### config.mk
export PLATFORM = sky130hd
export DESIGN_NAME = wlsch_cell
export DESIGN_NICKNAME = d
export VERILOG_FILES = /design/src/weighted_lottery_scheduler_defines.svh /design/src/wlsch_pkg.sv /design/src/wlsch_cell.sv
export SDC_FILE = /design/constraint.sdc
export NUM_CORES = 1
export LEC_CHECK = 0
export BUFFER_PORTS_ARGS = -buffer_cell sky130_fd_sc_hd__buf_4
export CAP_MARGIN = 30
export CELL_PAD_IN_SITES_DETAIL_PLACEMENT = 0
export CELL_PAD_IN_SITES_GLOBAL_PLACEMENT = 1
export CORE_MARGIN = 8
export CORE_UTILIZATION = 34
export CTS_CLUSTER_SIZE = 12
export DETAILED_ROUTE_END_ITERATION = 6
export GPL_ROUTABILITY_DRIVEN = 0
export PLACE_DENSITY_LB_ADDON = 0.15
export SLEW_MARGIN = 15
export SYNTH_ARGS = -nofsm -noshare
export SYNTH_HDL_FRONTEND = slang
export SYNTH_SLANG_ARGS = --single-unit
### constraint.sdc
create_clock -name clk -period 4.45 [get_ports clk]
set_input_delay 0.2225 -clock clk [delete_from_list [all_inputs] [get_ports clk]]
set_output_delay 0.2225 -clock clk [all_outputs]
set_load 0.01 [all_outputs]
### src/weighted_lottery_scheduler_defines.svh
// Assertion macros for the lottery scheduler.
`ifndef WEIGHTED_LOTTERY_SCHEDULER_DEFINES_SVH
`define WEIGHTED_LOTTERY_SCHEDULER_DEFINES_SVH
`ifndef ASSERT_OFF
`define WLS_ASSERT_IMP(lbl, clk, rst_n, ante, cons) \
	lbl: assert property (@(posedge clk) disable iff (!rst_n) (ante) |-> (cons)) \
		else $error("scheduler check failed");
`define WLS_ASSERT_NXT(lbl, clk, rst_n, ante, cons) \
	lbl: assert property (@(posedge clk) disable iff (!rst_n) (ante) |=> (cons)) \
		else $error("scheduler check failed");
`else
`define WLS_ASSERT_IMP(lbl, clk, rst_n, ante, cons)
`define WLS_ASSERT_NXT(lbl, clk, rst_n, ante, cons)
`endif
`endif

### src/wlsch_pkg.sv
package wlsch_pkg;

	localparam int MAX_TASKS = 16;
	localparam int TASK_W = $clog2(MAX_TASKS);
	localparam int CNT_W = $clog2(MAX_TASKS + 1);
	localparam int TIME_W = 20;
	localparam int BURST_W = 16;
	localparam int PRIO_W = 8;
	localparam int FRAC_W = 16;
	localparam int SUM_W = $clog2(MAX_TASKS * 510 + 1);
	localparam int PROD_W = SUM_W + FRAC_W;
	localparam logic [TIME_W-1:0] TIME_MAX = {TIME_W{1'b1}};

	localparam logic [1:0] CFG_TASK_COUNT = 2'd0;
	localparam logic [1:0] CFG_TIME_SLICE = 2'd1;
	localparam logic [1:0] CFG_FAIR_BIAS = 2'd2;

	localparam logic REQ_WRITE = 1'b0;
	localparam logic REQ_DISPATCH = 1'b1;

	localparam logic [1:0] STAT_OK = 2'd0;
	localparam logic [1:0] STAT_NONE = 2'd1;
	localparam logic [1:0] STAT_RANGE = 2'd2;

	typedef enum logic [1:0] {
		MODE_SCAN = 2'd0,
		MODE_SUM = 2'd1,
		MODE_PICK = 2'd2
	} mode_t;

	typedef struct packed {
		logic req_type;
		logic [3:0] entry_index;
		logic [19:0] arrival_in;
		logic [15:0] burst_in;
		logic [7:0] priority_in;
		logic [15:0] random_fraction;
	} req_t;

	typedef struct packed {
		logic [1:0] status;
		logic [3:0] task_id;
		logic [19:0] slice_start;
		logic [19:0] slice_end;
		logic idle_jump;
		logic task_finished;
		logic [19:0] turnaround;
		logic [19:0] waiting;
	} res_t;

	// broadcast to every cell, steady during a pass
	typedef struct packed {
		mode_t mode;
		logic [TIME_W-1:0] now;
		logic [PROD_W-1:0] prod;
		logic [PRIO_W-1:0] bias;
		logic [CNT_W-1:0] cnt;
	} bcast_t;

	typedef struct packed {
		logic en;
		logic [TASK_W-1:0] index;
		logic [TIME_W-1:0] arr;
		logic [BURST_W-1:0] burst;
		logic [PRIO_W-1:0] wt;
	} cell_wr_t;

	typedef struct packed {
		logic en;
		logic [TASK_W-1:0] index;
		logic [BURST_W-1:0] rem;
	} cell_upd_t;

	// token that travels the chain, one cell per cycle
	typedef struct packed {
		logic vld;
		logic any;
		logic pend;
		logic [TIME_W-1:0] earliest;
		logic [SUM_W-1:0] sum;
		logic picked;
		logic [TASK_W-1:0] chosen;
		logic [TIME_W-1:0] arr;
		logic [BURST_W-1:0] rem;
		logic [BURST_W-1:0] burst;
	} wave_t;

endpackage

### src/wlsch_cell.sv
module wlsch_cell (
	input logic clk,
	input logic arst_n,
	input logic [wlsch_pkg::TASK_W-1:0] idx,
	input wlsch_pkg::bcast_t bc,
	input wlsch_pkg::cell_wr_t wr,
	input wlsch_pkg::cell_upd_t upd,
	input wlsch_pkg::wave_t wave_in,
	output wlsch_pkg::wave_t wave_out
);

	logic [wlsch_pkg::TIME_W-1:0] arr_q;
	logic [wlsch_pkg::BURST_W-1:0] rem_q;
	logic [wlsch_pkg::BURST_W-1:0] burst_q;
	logic [wlsch_pkg::PRIO_W-1:0] wt_q;
	wlsch_pkg::wave_t wave_q;
	wlsch_pkg::wave_t w;
	logic act;
	logic rdy;
	logic pend_me;
	logic [wlsch_pkg::SUM_W-1:0] cum;

	// entry storage, undefined until written
	always_ff @(posedge clk) begin
		if (wr.en && wr.index == idx) begin
			arr_q <= wr.arr;
			rem_q <= wr.burst;
			burst_q <= wr.burst;
			wt_q <= wr.wt;
		end else if (upd.en && upd.index == idx) begin
			rem_q <= upd.rem;
		end
	end

	assign act = {1'b0, idx} < bc.cnt;
	assign rdy = act && rem_q != '0 && arr_q <= bc.now;
	assign pend_me = act && rem_q != '0 && arr_q > bc.now;
	assign cum = wave_in.sum + wlsch_pkg::SUM_W'(wt_q) + wlsch_pkg::SUM_W'(bc.bias);

	always_comb begin
		w = wave_in;
		if (wave_in.vld) begin
			case (bc.mode)
				wlsch_pkg::MODE_SCAN: begin
					if (rdy)
						w.any = 1'b1;
					if (pend_me && (!wave_in.pend || arr_q < wave_in.earliest)) begin
						w.pend = 1'b1;
						w.earliest = arr_q;
					end
				end
				wlsch_pkg::MODE_SUM: begin
					if (rdy)
						w.sum = cum;
				end
				wlsch_pkg::MODE_PICK: begin
					// later ready cells overwrite until a pick: last ready is the fallback
					if (rdy && !wave_in.picked) begin
						w.sum = cum;
						w.chosen = idx;
						w.arr = arr_q;
						w.rem = rem_q;
						w.burst = burst_q;
						w.picked = bc.prod < {cum, {wlsch_pkg::FRAC_W{1'b0}}};
					end
				end
				default: ;
			endcase
		end
	end

	always_ff @(posedge clk or negedge arst_n) begin
		if (!arst_n) begin
			wave_q <= '0;
		end else begin
			wave_q <= w;
		end
	end

	assign wave_out = wave_q;

endmodule

==> flow_summary.ini <==
[outcome]
status = complete, no violations

[power_and_ir_drop]
p_per_area_nw_per_um2 = 324
ir_drop_uv = 222
p_leak_nw = 5.57

[global_route]
grt_pass1_vias = 6657
grt_pass1_wl_um = 37200
track_usage_pct = 16.8
grt-ovfl-total = 0
grt_start_max_net_pins = 61
antenna_found_initial = 0

[floorplanning]
rows = 57
io_pins = 326
die_y_um = 171
die_w_um = 171
start_util_pct = 34.2
dieArea_um2 = 29400
coreArea_um2 = 24000

[placed_design]
io_buffers = 309
dp.cells = 1246
dp_hpwl_um = 19200

[cts]
numCtsBuffers = 17
cts_tree = yes
cts_resized = 0
htree_levels = 4
worstSkewPairLatency_ns = 0.43
cts_hold_buf = 52
clkTransAtPathRegs_ns = 0.08
root_buffer = clkbuf_16
cts_sinks = 153
clockBufferDepth = 2
postCtsSetupRepairBufs = 0

[drt]
dr.pass1.iters = 4
drt_iter0_drc = 228
ant_nets = 0
vias_per_cell = 4.60
wl_um = 24800
post_drt_wl_per_cell_um = 18.6
drc = 0
num_vias = 6130

[cells_and_area]
final_cells = 1333
drive_gt1_share_pct = 45.6
nFillCells = 2176
fin_nets = 1303
antenna-diode-count = 0
area_growth_pct = 46.3

[timing]
maxSlewHeadroom_pct = 43.7
maxSlewViolCount = 0
period_minus_slack_ns = 3.71
rsz0062_at_grt = false
setup_viol = 0
period_share_pct = 83.4
clock.fmax_mhz = 269
setup_tns_ns = 0
skew_ns = 0.0173
hold_violations = 0
tightest_slew_ns = 0.844

[job]
maxCapViolations = 0

[setup_path]
path_class = flop to flop
critPathMaxFanout = 3
cp.required_ns = 4.82
cp-end-kind = flop
ff2ff_setup_slack_ns = 0.74
cp-start-kind = flop
crit_arrival_ns = 4.08

[synth]
synth_edf_count = 60
synth_seq_area_share_pct = 50.2
synth_top_cell_by_area = dfrtp_1
synth_nets = 930
yosys_warnings = 0
synthCells = 623
async_flop_share_pct = 60.8
syn_area_um2 = 8220
avgSynthCellArea_um2 = 13.2
ys_seq_elements = 153
yosys.cell_types.count = 58
synth_top_area_share_pct = 28.3
synth_area_leaders = dfrtp_1 (28%), edfxtp_1 (22%), ha_1 (9.9%), mux2_2 (7.8%), mux2_4 (7.3%)
synthFlopType = dfrtp_1

[hold_path]
min_path_type = input pin to flop
flip-flops by register name, summed over array words and instances, names as in the netlist:
name      count
arr_q        20
burst_q      16
rem_q        16
wave_out     93
wt_q          8
layout make-up:
type / count / area [um^2] / share of cell area [%]
Multi-Input combinational cell: 397 / 3720 / 31.0
Inverter: 55 / 206 / 1.72
Sequential cell: 153 / 4130 / 34.3
Tap cell: 324 / 405 / 3.37
Timing Repair Buffer: 372 / 2940 / 24.5
Clock inverter: 15 / 194 / 1.61
Clock buffer: 17 / 425 / 3.54
layout by cell type, fill, tap and decap left out, types with 6 or more instances in the layout:
cell type	Yosys	final
buf_4	3	316
dfrtp_1	93	93
ha_1	65	65
edfxtp_1	60	60
mux2_2	57	57
inv_1	55	55
dlygate4sd3_1	0	55
mux2_4	40	40
nand2_1	30	30
a21oi_1	22	22
nor2_1	22	22
clkbuf_16	0	17
o21ai_0	14	14
mux2i_1	12	12
a21o_1	11	11
xor2_1	10	10
nand3_1	10	10
xnor2_1	9	9
fa_1	9	9
nand4_1	8	8
a221o_1	6	6
clkinv_8	0	6
synth_stat cells, drive strengths merged, types with 3 or more instances:
cell type and number:
and2 3, o211ai 5, nand4 9, nor4 5, a211oi 4, a41oi 3
nand2 30, clkbuf 7, edfxtp 60, xnor2 9, or3 3, o211a 3
dfrtp 93, xor2 10, fa 9, a21o 12, or2 3, a221o 6
nand2b 4, mux2 97, buf 11, o21ai 15, ha 65, a2111oi 3
nor3 4, a21oi 24, nand3 10, nor2 23, mux2i 12, inv 55
o21a 4
critical path, stage by stage, from the launching register on:
cell and delay, ns:
edfxtp_1 0.41, fa_1 0.46, ha_1 0.24, fa_1 0.43, a211oi_1 0.29, o21ai_0 0.15, a21oi_1 0.19, xor2_1 0.25
ha_1 0.30, nor2b_1 0.14, a41oi_1 0.15, o21ai_0 0.14, o31ai_1 0.26, a41o_2 0.24
cell families (layout without fill, tap and decap cells):
family	Yosys count	after routing	share of synthesized area, %
buf+inv	73	459	4.63
xor+xnor	19	19	2.02
compound gates	95	95	8.37
fa+ha+maj	74	74	12.1
simple gates	100	100	6.07
mux	109	109	16.6
flops	153	153	50.2
where the power goes:
group / internal, mW / leakage, nW / switching, mW
sequential: 1.55 / 1.63 / 0.0309
clock: 0.771 / 0.300 / 0.722
combinational: 0.441 / 3.64 / 0.378
total: 2.76 / 5.57 / 1.13
per-layer routing:
metal,GRT usage [%],up-vias,wire (um)
met3,4.34,23,1500
met4,4.88,0,515
met2,29.1,179,12600
met5,0,-,0
met1,20.2,2910,10200
li1,-,3018,-
path summary, 6_finish.rpt:
check,startpoint,to,cells past startpoint
setup / recovery,wt_q[1],wave_out[56],13
hold / removal,wave_in[10],wave_out[10],2
setup reg to reg,wt_q[1],wave_out[56],13
hold reg to reg,burst_q[12],wave_out[12],1
max in group asynchronous,arst_n,wave_out[71],3
min in group asynchronous,arst_n,wave_out[42],2
stage by stage:
| stage | power, mW | utilization (%) | area, um^2 | hold WS, ns | setup WS [ns] |
|---|---|---|---|---|---|
| finish | 3.89 | 50.0 | 12000 | 0.0234 | 0.737 |
| global route | 4.10 | 50.0 | 12000 | 0.00240 | 0.489 |
| CTS | 3.96 | 49.9 | 12000 | 0.000132 | 0.692 |
| detailed placement | 2.40 | 45.2 | 10900 | 0.387 | 0.727 |
| global placement | 2.39 | 45.2 | 10900 | 0.386 | 0.813 |
| floorplan | 2.01 | - | 8220 | -0.0731 | 1.06 |
No activity file was read; power rests on OpenSTA's default activity.
